===== config.mk =====
export PLATFORM = sky130hd
export DESIGN_NAME = three_point_color_gradient_core
export DESIGN_NICKNAME = d
export VERILOG_FILES = /design/src/hw/rtl/gcg_pkg.sv /design/src/hw/rtl/gcg_lerp.sv /design/src/hw/rtl/three_point_color_gradient_core.sv
export SDC_FILE = /design/constraint.sdc
export NUM_CORES = 2
export LEC_CHECK = 0
export ABC_AREA = 0
export BUFFER_PORTS_ARGS = -buffer_cell sky130_fd_sc_hd__buf_2
export CORE_ASPECT_RATIO = 0.6
export CORE_MARGIN = 2
export CORE_UTILIZATION = 65
export DETAILED_ROUTE_END_ITERATION = 10
export PLACE_DENSITY = 0.83
export SYNTH_ARGS = -nofsm -noshare
export SYNTH_HDL_FRONTEND = slang
export SYNTH_SLANG_ARGS = --single-unit

===== constraint.sdc =====
create_clock -name clk -period 12.7 [get_ports clk]
set_clock_uncertainty 0.05 [all_clocks]
set_input_delay 0.635 -clock clk [delete_from_list [all_inputs] [get_ports clk]]
set_output_delay 0.635 -clock clk [all_outputs]
set_load 0.05 [all_outputs]

===== src/hw/rtl/gcg_pkg.sv =====
package gcg_pkg;

  localparam int CH_W    = 8;
  localparam int POS_W   = 7;
  localparam int COLOR_W = 24;
  localparam int CFG_AW  = 5;
  localparam int CFG_DW  = 32;

  // Grey ramp and color cube bases of the 256-color palette.
  localparam logic [7:0] GREY_BASE  = 8'd232;
  localparam logic [7:0] CUBE_BASE  = 8'd16;
  localparam logic [7:0] CUBE_RED   = 8'd36;
  localparam logic [7:0] CUBE_GREEN = 8'd6;

  // Rounded division by 11 and by 51 through fixed-point reciprocals. Both
  // are exact over the eight-bit channel range.
  localparam logic [8:0]  GREY_HALF   = 9'd5;
  localparam logic [17:0] GREY_RECIP  = 18'd373;
  localparam int          GREY_SHIFT  = 12;
  localparam logic [8:0]  CUBE_HALF   = 9'd25;
  localparam logic [17:0] CUBE_RECIP  = 18'd322;
  localparam int          CUBE_SHIFT  = 14;

  typedef enum logic [1:0] {
    SPAN_FIRST,
    SPAN_SECOND,
    SPAN_FULL
  } span_sel_t;

  typedef struct packed {
    logic s1;
    logic s2;
    logic s3;
    logic s4;
    logic s5;
  } stage_en_t;

  function automatic logic [4:0] grey_level(input logic [CH_W-1:0] c);
    logic [8:0]  v;
    logic [17:0] p;
    v = {1'b0, c} + GREY_HALF;
    p = 18'(v) * GREY_RECIP;
    return p[GREY_SHIFT +: 5];
  endfunction

  function automatic logic [2:0] cube_level(input logic [CH_W-1:0] c);
    logic [8:0]  v;
    logic [17:0] p;
    v = {1'b0, c} + CUBE_HALF;
    p = 18'(v) * CUBE_RECIP;
    return p[CUBE_SHIFT +: 3];
  endfunction

  function automatic logic [7:0] palette_of(input logic [CH_W-1:0] r,
                                            input logic [CH_W-1:0] g,
                                            input logic [CH_W-1:0] b);
    logic [4:0] gr;
    logic [4:0] gg;
    logic [4:0] gb;
    logic [7:0] idx;
    gr = grey_level(r);
    gg = grey_level(g);
    gb = grey_level(b);
    if (gr == gg && gr == gb) begin
      idx = GREY_BASE + 8'(gr);
    end else begin
      idx = CUBE_BASE + 8'(cube_level(r)) * CUBE_RED
          + 8'(cube_level(g)) * CUBE_GREEN + 8'(cube_level(b));
    end
    return idx;
  endfunction

endpackage


===== src/hw/rtl/gcg_lerp.sv =====
module gcg_lerp
  import gcg_pkg::*;
#(
  parameter int LAST_POSITION = 100
) (
  input  logic                          clk,
  input  stage_en_t                     en,
  input  logic [$clog2(LAST_POSITION+1)-1:0] k_in,
  input  span_sel_t                     sel_in,
  input  logic [CH_W-1:0]               a_in,
  input  logic [CH_W-1:0]               b_in,
  output logic [CH_W-1:0]               chan_out
);

  localparam int KW    = $clog2(LAST_POSITION + 1);
  localparam int HALF  = LAST_POSITION / 2;
  localparam int SPAN2 = LAST_POSITION - HALF;
  localparam int NW    = KW + CH_W;
  localparam int SH    = NW + 2;
  localparam int MW    = SH + 1;
  localparam int PW    = NW + MW;

  localparam logic [MW-1:0] RECIP_FIRST  = MW'((64'd1 << SH) / HALF);
  localparam logic [MW-1:0] RECIP_SECOND = MW'((64'd1 << SH) / SPAN2);
  localparam logic [MW-1:0] RECIP_FULL   = MW'((64'd1 << SH) / LAST_POSITION);

  function automatic logic [KW-1:0] span_of(input span_sel_t sel);
    logic [KW-1:0] s;
    case (sel)
      SPAN_FIRST:  s = KW'(HALF);
      SPAN_SECOND: s = KW'(SPAN2);
      default:     s = KW'(LAST_POSITION);
    endcase
    return s;
  endfunction

  function automatic logic [MW-1:0] recip_of(input span_sel_t sel);
    logic [MW-1:0] m;
    case (sel)
      SPAN_FIRST:  m = RECIP_FIRST;
      SPAN_SECOND: m = RECIP_SECOND;
      default:     m = RECIP_FULL;
    endcase
    return m;
  endfunction

  // Stage 1: difference magnitude and sign.
  logic [CH_W-1:0] a1_r, mag1_r;
  logic            neg1_r;
  logic [KW-1:0]   k1_r;
  span_sel_t       sel1_r;
  // Stage 2: numerator.
  logic [CH_W-1:0] a2_r;
  logic            neg2_r;
  span_sel_t       sel2_r;
  logic [NW-1:0]   n2_r;
  // Stage 3: quotient estimate.
  logic [CH_W-1:0] a3_r, q3_r;
  logic            neg3_r;
  span_sel_t       sel3_r;
  logic [NW-1:0]   n3_r;
  // Stage 4: estimate times span.
  logic [CH_W-1:0] a4_r, q4_r;
  logic            neg4_r;
  span_sel_t       sel4_r;
  logic [NW-1:0]   n4_r, prod4_r;
  // Stage 5: channel.
  logic [CH_W-1:0] chan5_r;

  logic [CH_W:0]   diff;
  logic [CH_W-1:0] mag1_nxt;
  logic [NW-1:0]   n2_nxt;
  logic [PW-1:0]   p3;
  logic [CH_W-1:0] q3_nxt;
  logic [NW-1:0]   prod4_nxt;
  logic [NW-1:0]   rem5;
  logic [CH_W-1:0] q5;
  logic [CH_W-1:0] chan5_nxt;

  always_comb begin
    diff      = {1'b0, b_in} - {1'b0, a_in};
    mag1_nxt  = diff[CH_W] ? CH_W'(-diff) : diff[CH_W-1:0];
    n2_nxt    = NW'(k1_r) * NW'(mag1_r);
    p3        = PW'(n2_r) * PW'(recip_of(sel2_r));
    q3_nxt    = p3[SH +: CH_W];
    prod4_nxt = NW'(q3_r) * NW'(span_of(sel3_r));
    // The estimate is low by at most one; the remainder tells.
    rem5      = n4_r - prod4_r;
    q5        = q4_r + CH_W'(rem5 >= NW'(span_of(sel4_r)));
    chan5_nxt = neg4_r ? (a4_r - q5) : (a4_r + q5);
  end

  always_ff @(posedge clk) begin
    if (en.s1) begin
      a1_r   <= a_in;
      mag1_r <= mag1_nxt;
      neg1_r <= diff[CH_W];
      k1_r   <= k_in;
      sel1_r <= sel_in;
    end
    if (en.s2) begin
      a2_r   <= a1_r;
      neg2_r <= neg1_r;
      sel2_r <= sel1_r;
      n2_r   <= n2_nxt;
    end
    if (en.s3) begin
      a3_r   <= a2_r;
      neg3_r <= neg2_r;
      sel3_r <= sel2_r;
      n3_r   <= n2_r;
      q3_r   <= q3_nxt;
    end
    if (en.s4) begin
      a4_r    <= a3_r;
      neg4_r  <= neg3_r;
      sel4_r  <= sel3_r;
      n4_r    <= n3_r;
      q4_r    <= q3_r;
      prod4_r <= prod4_nxt;
    end
    if (en.s5) begin
      chan5_r <= chan5_nxt;
    end
  end

  assign chan_out = chan5_r;

endmodule


===== src/hw/rtl/three_point_color_gradient_core.sv =====
// Channel      | Direction | Handshake             | Payload
// input        | in        | in_valid / in_ready   | in_position
// result       | out       | out_valid / out_ready | out_red, out_green, out_blue,
//              |           |                       | out_palette_index, out_start_only
// config (APB) | in        | psel, penable, pready | paddr, pwdata, pwrite, prdata
//
// One transaction is accepted per clock while in_ready is high; its result
// passes through a position register, five interpolation stages (difference,
// product, reciprocal multiply, span multiply, correction and add) and the
// palette stage that loads the output register. The three channel multipliers
// set the stage boundaries. rst_n is synchronous and clears the configuration
// registers and every stage valid bit. A stalled output holds only the stages
// behind it that are occupied; empty stages keep filling, so bubbles collapse.
module three_point_color_gradient_core
  import gcg_pkg::*;
#(
  parameter int LAST_POSITION = 100
) (
  input  logic              clk,
  input  logic              rst_n,
  // Input channel.
  input  logic              in_valid,
  output logic              in_ready,
  input  logic [POS_W-1:0]  in_position,
  // Result channel.
  output logic              out_valid,
  input  logic              out_ready,
  output logic [CH_W-1:0]   out_red,
  output logic [CH_W-1:0]   out_green,
  output logic [CH_W-1:0]   out_blue,
  output logic [7:0]        out_palette_index,
  output logic              out_start_only,
  // Configuration port.
  input  logic              psel,
  input  logic              penable,
  input  logic              pwrite,
  input  logic [CFG_AW-1:0] paddr,
  input  logic [CFG_DW-1:0] pwdata,
  output logic [CFG_DW-1:0] prdata,
  output logic              pready
);

  localparam int KW    = $clog2(LAST_POSITION + 1);
  localparam int HALF  = LAST_POSITION / 2;
  localparam int CW    = (KW > POS_W) ? KW : POS_W;
  localparam int NSTG  = 7;

  // Register map, word index.
  localparam logic [2:0] REG_START   = 3'd0;
  localparam logic [2:0] REG_MID     = 3'd1;
  localparam logic [2:0] REG_MID_DEF = 3'd2;
  localparam logic [2:0] REG_END     = 3'd3;
  localparam logic [2:0] REG_END_DEF = 3'd4;

  logic [COLOR_W-1:0] start_color_r, mid_color_r, end_color_r;
  logic               mid_defined_r, end_defined_r;
  logic [2:0]         reg_idx;
  logic               cfg_wr;

  assign pready  = 1'b1;
  assign reg_idx = paddr[4:2];
  assign cfg_wr  = psel & penable & pwrite & pready;

  always_ff @(posedge clk) begin
    if (!rst_n) begin
      start_color_r <= '0;
      mid_color_r   <= '0;
      mid_defined_r <= 1'b0;
      end_color_r   <= '0;
      end_defined_r <= 1'b0;
    end else if (cfg_wr) begin
      case (reg_idx)
        REG_START:   start_color_r <= pwdata[COLOR_W-1:0];
        REG_MID:     mid_color_r   <= pwdata[COLOR_W-1:0];
        REG_MID_DEF: mid_defined_r <= pwdata[0];
        REG_END:     end_color_r   <= pwdata[COLOR_W-1:0];
        REG_END_DEF: end_defined_r <= pwdata[0];
        default:     ;
      endcase
    end
  end

  always_comb begin
    case (reg_idx)
      REG_START:   prdata = CFG_DW'(start_color_r);
      REG_MID:     prdata = CFG_DW'(mid_color_r);
      REG_MID_DEF: prdata = CFG_DW'(mid_defined_r);
      REG_END:     prdata = CFG_DW'(end_color_r);
      REG_END_DEF: prdata = CFG_DW'(end_defined_r);
      default:     prdata = '0;
    endcase
  end

  // Stage valid bits; stage NSTG-1 is the output register. A stage advances
  // when it is empty or when the stage after it advances.
  logic [NSTG-1:0] v_r, v_nxt, en;

  always_comb begin
    en[NSTG-1] = !v_r[NSTG-1] || out_ready;
    for (int i = NSTG - 2; i >= 0; i--) begin
      en[i] = !v_r[i] || en[i+1];
    end
    v_nxt[0] = en[0] ? in_valid : v_r[0];
    for (int i = 1; i < NSTG; i++) begin
      v_nxt[i] = en[i] ? v_r[i-1] : v_r[i];
    end
  end

  always_ff @(posedge clk) begin
    if (!rst_n) begin
      v_r <= '0;
    end else begin
      v_r <= v_nxt;
    end
  end

  assign in_ready  = en[0];
  assign out_valid = v_r[NSTG-1];

  // Stage 0: positions past the end saturate to the last entry.
  logic [CW-1:0] pos_ext;
  logic [KW-1:0] pos0_r;

  assign pos_ext = CW'(in_position);

  always_ff @(posedge clk) begin
    if (en[0]) begin
      pos0_r <= (pos_ext > CW'(LAST_POSITION)) ? KW'(LAST_POSITION) : KW'(pos_ext);
    end
  end

  // Pick the span and its end points. With no end color both points are the
  // start color, so every channel lands on the start value.
  span_sel_t     sel0;
  logic [KW-1:0] k0;
  logic          lo_first;
  logic [COLOR_W-1:0] ca0, cb0;

  always_comb begin
    lo_first = pos0_r <= KW'(HALF);
    sel0     = SPAN_FULL;
    k0       = pos0_r;
    ca0      = start_color_r;
    cb0      = start_color_r;
    if (end_defined_r) begin
      if (mid_defined_r) begin
        if (lo_first) begin
          sel0 = SPAN_FIRST;
          cb0  = mid_color_r;
        end else begin
          sel0 = SPAN_SECOND;
          k0   = pos0_r - KW'(HALF);
          ca0  = mid_color_r;
          cb0  = end_color_r;
        end
      end else begin
        cb0 = end_color_r;
      end
    end
  end

  stage_en_t       lerp_en;
  logic [CH_W-1:0] red5, green5, blue5;

  assign lerp_en = '{s1: en[1], s2: en[2], s3: en[3], s4: en[4], s5: en[5]};

  gcg_lerp #(.LAST_POSITION(LAST_POSITION)) u_lerp_red (
    .clk      (clk),
    .en       (lerp_en),
    .k_in     (k0),
    .sel_in   (sel0),
    .a_in     (ca0[23:16]),
    .b_in     (cb0[23:16]),
    .chan_out (red5)
  );

  gcg_lerp #(.LAST_POSITION(LAST_POSITION)) u_lerp_green (
    .clk      (clk),
    .en       (lerp_en),
    .k_in     (k0),
    .sel_in   (sel0),
    .a_in     (ca0[15:8]),
    .b_in     (cb0[15:8]),
    .chan_out (green5)
  );

  gcg_lerp #(.LAST_POSITION(LAST_POSITION)) u_lerp_blue (
    .clk      (clk),
    .en       (lerp_en),
    .k_in     (k0),
    .sel_in   (sel0),
    .a_in     (ca0[7:0]),
    .b_in     (cb0[7:0]),
    .chan_out (blue5)
  );

  // The start-only flag rides alongside the channel stages.
  logic [5:1] only_r;

  always_ff @(posedge clk) begin
    if (en[1]) only_r[1] <= !end_defined_r;
    for (int i = 2; i <= 5; i++) begin
      if (en[i]) only_r[i] <= only_r[i-1];
    end
  end

  // Stage 6: palette lookup into the output register.
  logic [CH_W-1:0] red_r, green_r, blue_r;
  logic [7:0]      palette_r;
  logic            start_only_r;

  always_ff @(posedge clk) begin
    if (en[6]) begin
      red_r        <= red5;
      green_r      <= green5;
      blue_r       <= blue5;
      palette_r    <= palette_of(red5, green5, blue5);
      start_only_r <= only_r[5];
    end
  end

  assign out_red           = red_r;
  assign out_green         = green_r;
  assign out_blue          = blue_r;
  assign out_palette_index = palette_r;
  assign out_start_only    = start_only_r;

endmodule

Word level (Yosys, flattened, before mapping). Cells that the tools add are included.

Bits in registers: 525. Output and inout bits: 68. Word-level logic and storage cells: 188.

Add/subtract/negate cells: 29. $mul: 17. Order comparisons: 5. Equal/unequal tests: 9. Muxes and demuxes: 21. Bitwise logic cells: 2. Reduce and logical (&&, ||, !) cells: 29.

Operator list (number): 24-bit 2-to-1 mux (6); 24-bit one-hot mux with 5 select lines (1); 8-bit 2-to-1 mux (7); 9-bit by 9-bit multiplier with 17-bit output, second input constant (3); 15-bit by 18-bit multiplier with 25-bit output (2); 9-bit by 8-bit multiplier with 16-bit output, second input constant (3); 15-bit by 7-bit >= comparator with 1-bit output (3); 7-bit by 8-bit multiplier with 15-bit output (3); 8-bit by 7-bit multiplier with 15-bit output (3); 15-bit subtractor (3); 7-bit 2-to-1 mux (5); 8-bit by 3-bit adder with 9-bit output, second input constant (3); 8-bit by 5-bit adder with 9-bit output, second input constant (3); 8-bit by 8-bit subtractor with 9-bit output (3); 15-bit by 12-bit multiplier with 25-bit output (1); 8-bit by 1-bit adder with 8-bit output (3); 8-bit adder (3); 8-bit negator (3); 8-bit subtractor (3); 12-bit 2-to-1 mux (1); 2-bit AND reduction (6); 5-bit equality test (2); 5-bit by 8-bit adder with 8-bit output, first input constant (1); 8-bit by 3-bit adder with 8-bit output (1); 19 further kinds (40).

Logic depth before layout (Yosys ltp).
Depth after elaboration: 8. Mapped depth: 28.

Hierarchy. From an unflattened synthesis, not the netlist that was laid out.

Cells, all modules: 4717. Area, all modules: 50609.8 µm².

Modules (own cells, without submodules): three_point_color_gradient_core (instances 1, cells each 1454, area each 13267.7 µm²); gcg_lerp (u_lerp_red) (instances 1, cells each 1107, area each 12545.8 µm²); gcg_lerp (u_lerp_green) (instances 1, cells each 1086, area each 12470.7 µm²); gcg_lerp (u_lerp_blue) (instances 1, cells each 1070, area each 12325.6 µm²).

Least setup slack after synthesis. Ideal clock, no wire load.

Path type: reg-to-reg. Start point: reg u_lerp_green.chan5_r[0] (netlist: u_lerp_green.chan_out[0]). End point: reg palette_r[7] (netlist: out_palette_index[7]), data pin. Data arrival time: 5.866 ns. Required time: 12.380 ns. Path slack: 6.515 ns. Stages on the path, launching flop included: 29. Path buffers: 1. Clock period less this slack: 6.185 ns. Cell sequence: edfxtp_1 -> clkbuf_1 -> inv_1 -> ha_1 -> inv_1 -> ha_1 -> ha_1 -> ha_1 -> ha_1 -> ha_1 -> and4_1 -> a21oi_1 -> o21ai_0 -> o41ai_1 -> nor2b_1 -> nor2_1 -> xnor2_1 -> ha_1 -> inv_1 -> fa_1 -> xor3_1 -> ha_1 -> inv_1 -> ha_1 -> a21oi_1 -> o21bai_1 -> a21oi_1 -> xnor2_1 -> mux2i_1.

Word-level cells in the longest chain between the ends: 6.

RTL lines: start: declaration (line gcg_lerp.sv:68) `logic [CH_W-1:0] chan5_r;`; start signal: assignment (line gcg_lerp.sv:123) `chan5_r <= chan5_nxt;`; 8-bit by 5-bit adder with 9-bit output (line gcg_pkg.sv:49) `v = {1'b0, c} + CUBE_HALF;`; 9-bit by 8-bit multiplier with 16-bit output (line gcg_pkg.sv:50) `p = 18'(v) * CUBE_RECIP;`; 3-bit by 2-bit multiplier with 5-bit output (line gcg_pkg.sv:68) `+ 8'(cube_level(g)) * CUBE_GREEN + 8'(cube_level(b));`; 8-bit by 6-bit adder with 8-bit output (line gcg_pkg.sv:68); 8-bit by 3-bit adder with 8-bit output (line gcg_pkg.sv:68); 8-bit 2-to-1 mux * (line gcg_pkg.sv:64) `if (gr == gg && gr == gb) begin`; end signal: assignment (line three_point_color_gradient_core.sv:217) `palette_r <= palette_of(red5, green5, blue5);`; end: declaration (line three_point_color_gradient_core.sv:209) `logic [7:0] palette_r;`.

Every way passes the cells marked *; elsewhere a longest branch is shown, timed or not. A chain may end at the register's enable or synchronous reset.

==> results.toml <==
[sta]
hold_slack_ns = 0.154
setup_viol = 0
slew_viol_final = 0
rsz0062_at_grt = "false"
fin_tns_setup_ns = 0
tightest_slew_ns = 1.24
min_period_over_period_pct = 55.1
hold_viol_final = 0
layout_min_cycle_time_ns = 7.00
slew-limit-headroom_pct = 17.7
fmax_mhz = 143

[route]
wl_met1_um = 48900
dr.first_iter.drc_count = 2376
top_layer = "met5"
wl_met3_um = 9780
drc = 0
drt_wl_total_um = 104000
via_per_inst = 5.60
met2_length_um = 43300
vias = 32000
routedWlPerCell_um = 18.2
ant_nets = 0
drtPass1Iterations = 6

[run_status]
outcome = "finished, final reports clean"

[die]
die_x_um = 360
row_count = 78
core_sq_um = 75400
initial_core_util_pct = 65.5
io_pins = 119
fp.dieArea_sq_um = 78300
die_h_um = 218

[final_layout]
final_common_cell = "inv_1"
syn_to_final_growth_pct = 6.39
final_cell_mix = "inv_1, ha_1, fa_1"
fin_cells = 5709
antenna_cells = 0
final_cell_area_sq_um = 52600
drive_above_1_share_pct = 6.82
nets = 5976

[global_routing]
grt_pass1_wl_um = 170000
grt_max_degree = 82
overflow = 0
grtUsageTotal_pct = 27.3
antenna_found_initial = 4
grt_pass1_vias = 32600

[clocking]
cts_tree = "built"
clk_path_buf_depth = 3
cts.sink_count = 518
clock-root-buffer = "clkbuf_16"
ctsHoldBuffers = 0
cts_setup_buffers = 0
post_cts_resized = 0
cts_made_buffers = 50
path_clk_slew_ns = 0.06
clock_latency_ns = 0.65
htreeDepth = 2

[synthesis]
synthFlopType = "edfxtp_1"
ys_ff_latch = 518
async_flop_share_pct = 0
yosys.area.top_type = "edfxtp_1"
yosysWarningCount = 0
synth_area_sq_um = 49400
synthCells = 4599
ys_seq_area_share_pct = 29.8
yosys.area.top_type_share_pct = 26.5
yosys-top-cells-area = "edfxtp_1, ha_1, fa_1, inv_1, xnor2_1"
synth.distinct_cells = 70
synth-edff-count = 437
avgSynthCellArea_sq_um = 10.7

[critical_path]
worstSetupStartpointType = "register"
criticalPathCategory = "reg2reg"
endpoint_kind = "register"
cp_slowest_cell = "a2111oi_0"
r2r_slack_ns = 5.70
crit_chain = "buf_4, buf_4, nor2b_1, or2_2, ha_1, fa_1, inv_1, fa_1, fa_1, inv_1, fa_1, ha_1, nor3_1, o21ai_0, a2111oi_0, a211oi_1, a41oi_1, a21oi_1, a21oi_1, xnor2_1"
cpPeakStageDelay_ns = 0.56
cp.required_ns = 13.01
cpMostUsedCell = "fa_1"
r2r-end = "u_lerp_blue.q3_r[7]$_DFFE_PP_"
crit_fanout = 63
cp_data_arrival_time_ns = 7.31
reg2reg_depth = 20
reg2reg_from = "u_lerp_red.sel2_r[1]$_DFFE_PP_"

[place]
port_buffers = 99
place_hpwl_um = 83200
gp_congestion = 0.956
dp_cells = 5616
dpl_cell_area_sq_um = 50900

[worst_hold_path]
hp-class = "in2reg"
hold_end = "pos0_r[5]$_SDFFCE_PN1P_"
hold_depth = 1
hp-start = "in_position[5]"

[run]
drv_cap = 0
[critical path: cells and delay by family, from the launching register on]
kind	cells	cell delay [ns]
adder cells (fa/ha/maj)	6	2.47
AO/OA/AOI/OAI	6	1.75
XOR/XNOR	1	0.09
flip-flops	1	0.33
buffers and inverters	4	0.95
AND/OR/NAND/NOR	3	1.07
[layout make-up]
cell class | count | area, sq um
Sequential cell | 518 | 14700
Tap cell | 1000 | 1250
Inverter | 822 | 3090
Timing Repair Buffer | 114 | 608
Multi-Input combinational cell | 3162 | 31200
Clock inverter | 33 | 378
Clock buffer | 60 | 1300
Fill cell | 5260 | 22900
[per-stage QoR]
stage	setup WS [ns]	utilization [%]
after floorplan	6.51	-
after global placement	6.00	67.5
after detailed placement	5.86	67.5
after CTS	5.81	69.7
after global routing	5.31	69.7
final	5.70	69.7
[cells in the mapped netlist (24+ instances only)]
| library cell | instances |
|---|---|
| o21ai_0 | 52 |
| nor2b_1 | 94 |
| a21o_1 | 44 |
| a21oi_1 | 150 |
| nand3_1 | 42 |
| and3_1 | 24 |
| a21boi_0 | 74 |
| mux2_2 | 50 |
| xnor2_1 | 196 |
| or2_2 | 64 |
| nor2_1 | 182 |
| edfxtp_1 | 437 |
| mux2i_1 | 35 |
| inv_1 | 822 |
| xor2_1 | 104 |
| o21bai_1 | 45 |
| and2_1 | 154 |
| nor3_1 | 51 |
| dfxtp_1 | 81 |
| fa_1 | 471 |
| ha_1 | 786 |
| clkbuf_1 | 118 |
| nand2_1 | 306 |
| a22oi_1 | 24 |
| o21a_1 | 26 |
[worst max path at each step]
stage | start | to
2_1_floorplan | u_lerp_green.chan_out[0]$_DFFE_PP_ | out_palette_index[7]$_DFFE_PP_
3_3_place_gp | u_lerp_red.sel2_r[1]$_DFFE_PP_ | u_lerp_green.q3_r[7]$_DFFE_PP_
3_5_place_dp | u_lerp_red.sel2_r[1]$_DFFE_PP_ | u_lerp_green.q3_r[7]$_DFFE_PP_
4_1_cts | u_lerp_red.sel2_r[1]$_DFFE_PP_ | u_lerp_green.q3_r[7]$_DFFE_PP_
5_1_grt | u_lerp_green.chan_out[0]$_DFFE_PP_ | out_palette_index[7]$_DFFE_PP_
6_report | u_lerp_red.sel2_r[1]$_DFFE_PP_ | u_lerp_blue.q3_r[7]$_DFFE_PP_
[layer usage]
| metal | vias up | global-route usage (%) |
|---|---|---|
| met5 | - | 0 |
| met2 | 1042 | 39.9 |
| met1 | 15600 | 41.0 |
| li1 | 15200 | - |
| met4 | 6 | 6.05 |
| met3 | 137 | 7.14 |
[kinds of logic (layout without fill, tap and decap cells)]
kind of cell,count (synthesis),in the layout,share of synthesized area [%]
compound gates,506,506,6.87
mux,86,86,1.89
xor+xnor,302,302,5.41
buf+inv,953,1029,7.31
fa+ha+maj,1257,1257,39.0
simple gates,975,975,9.70
other cells,2,36,0.0152
flops,518,518,29.8
[state kept, by name, summed over array words and instances (netlist names), 15 cells and up]
register and cells:
u_lerp_red.n4_r 15, end_color_r 24, u_lerp_blue.n4_r 15, u_lerp_red.n3_r 15
u_lerp_blue.n2_r 15, u_lerp_green.n3_r 15, mid_color_r 24, u_lerp_blue.n3_r 15
u_lerp_red.n2_r 15, u_lerp_green.n2_r 15, u_lerp_green.n4_r 15, start_color_r 24
Power is not shown: default switching activity piles up to over one toggle a cycle in this logic, so the estimate is an artifact.
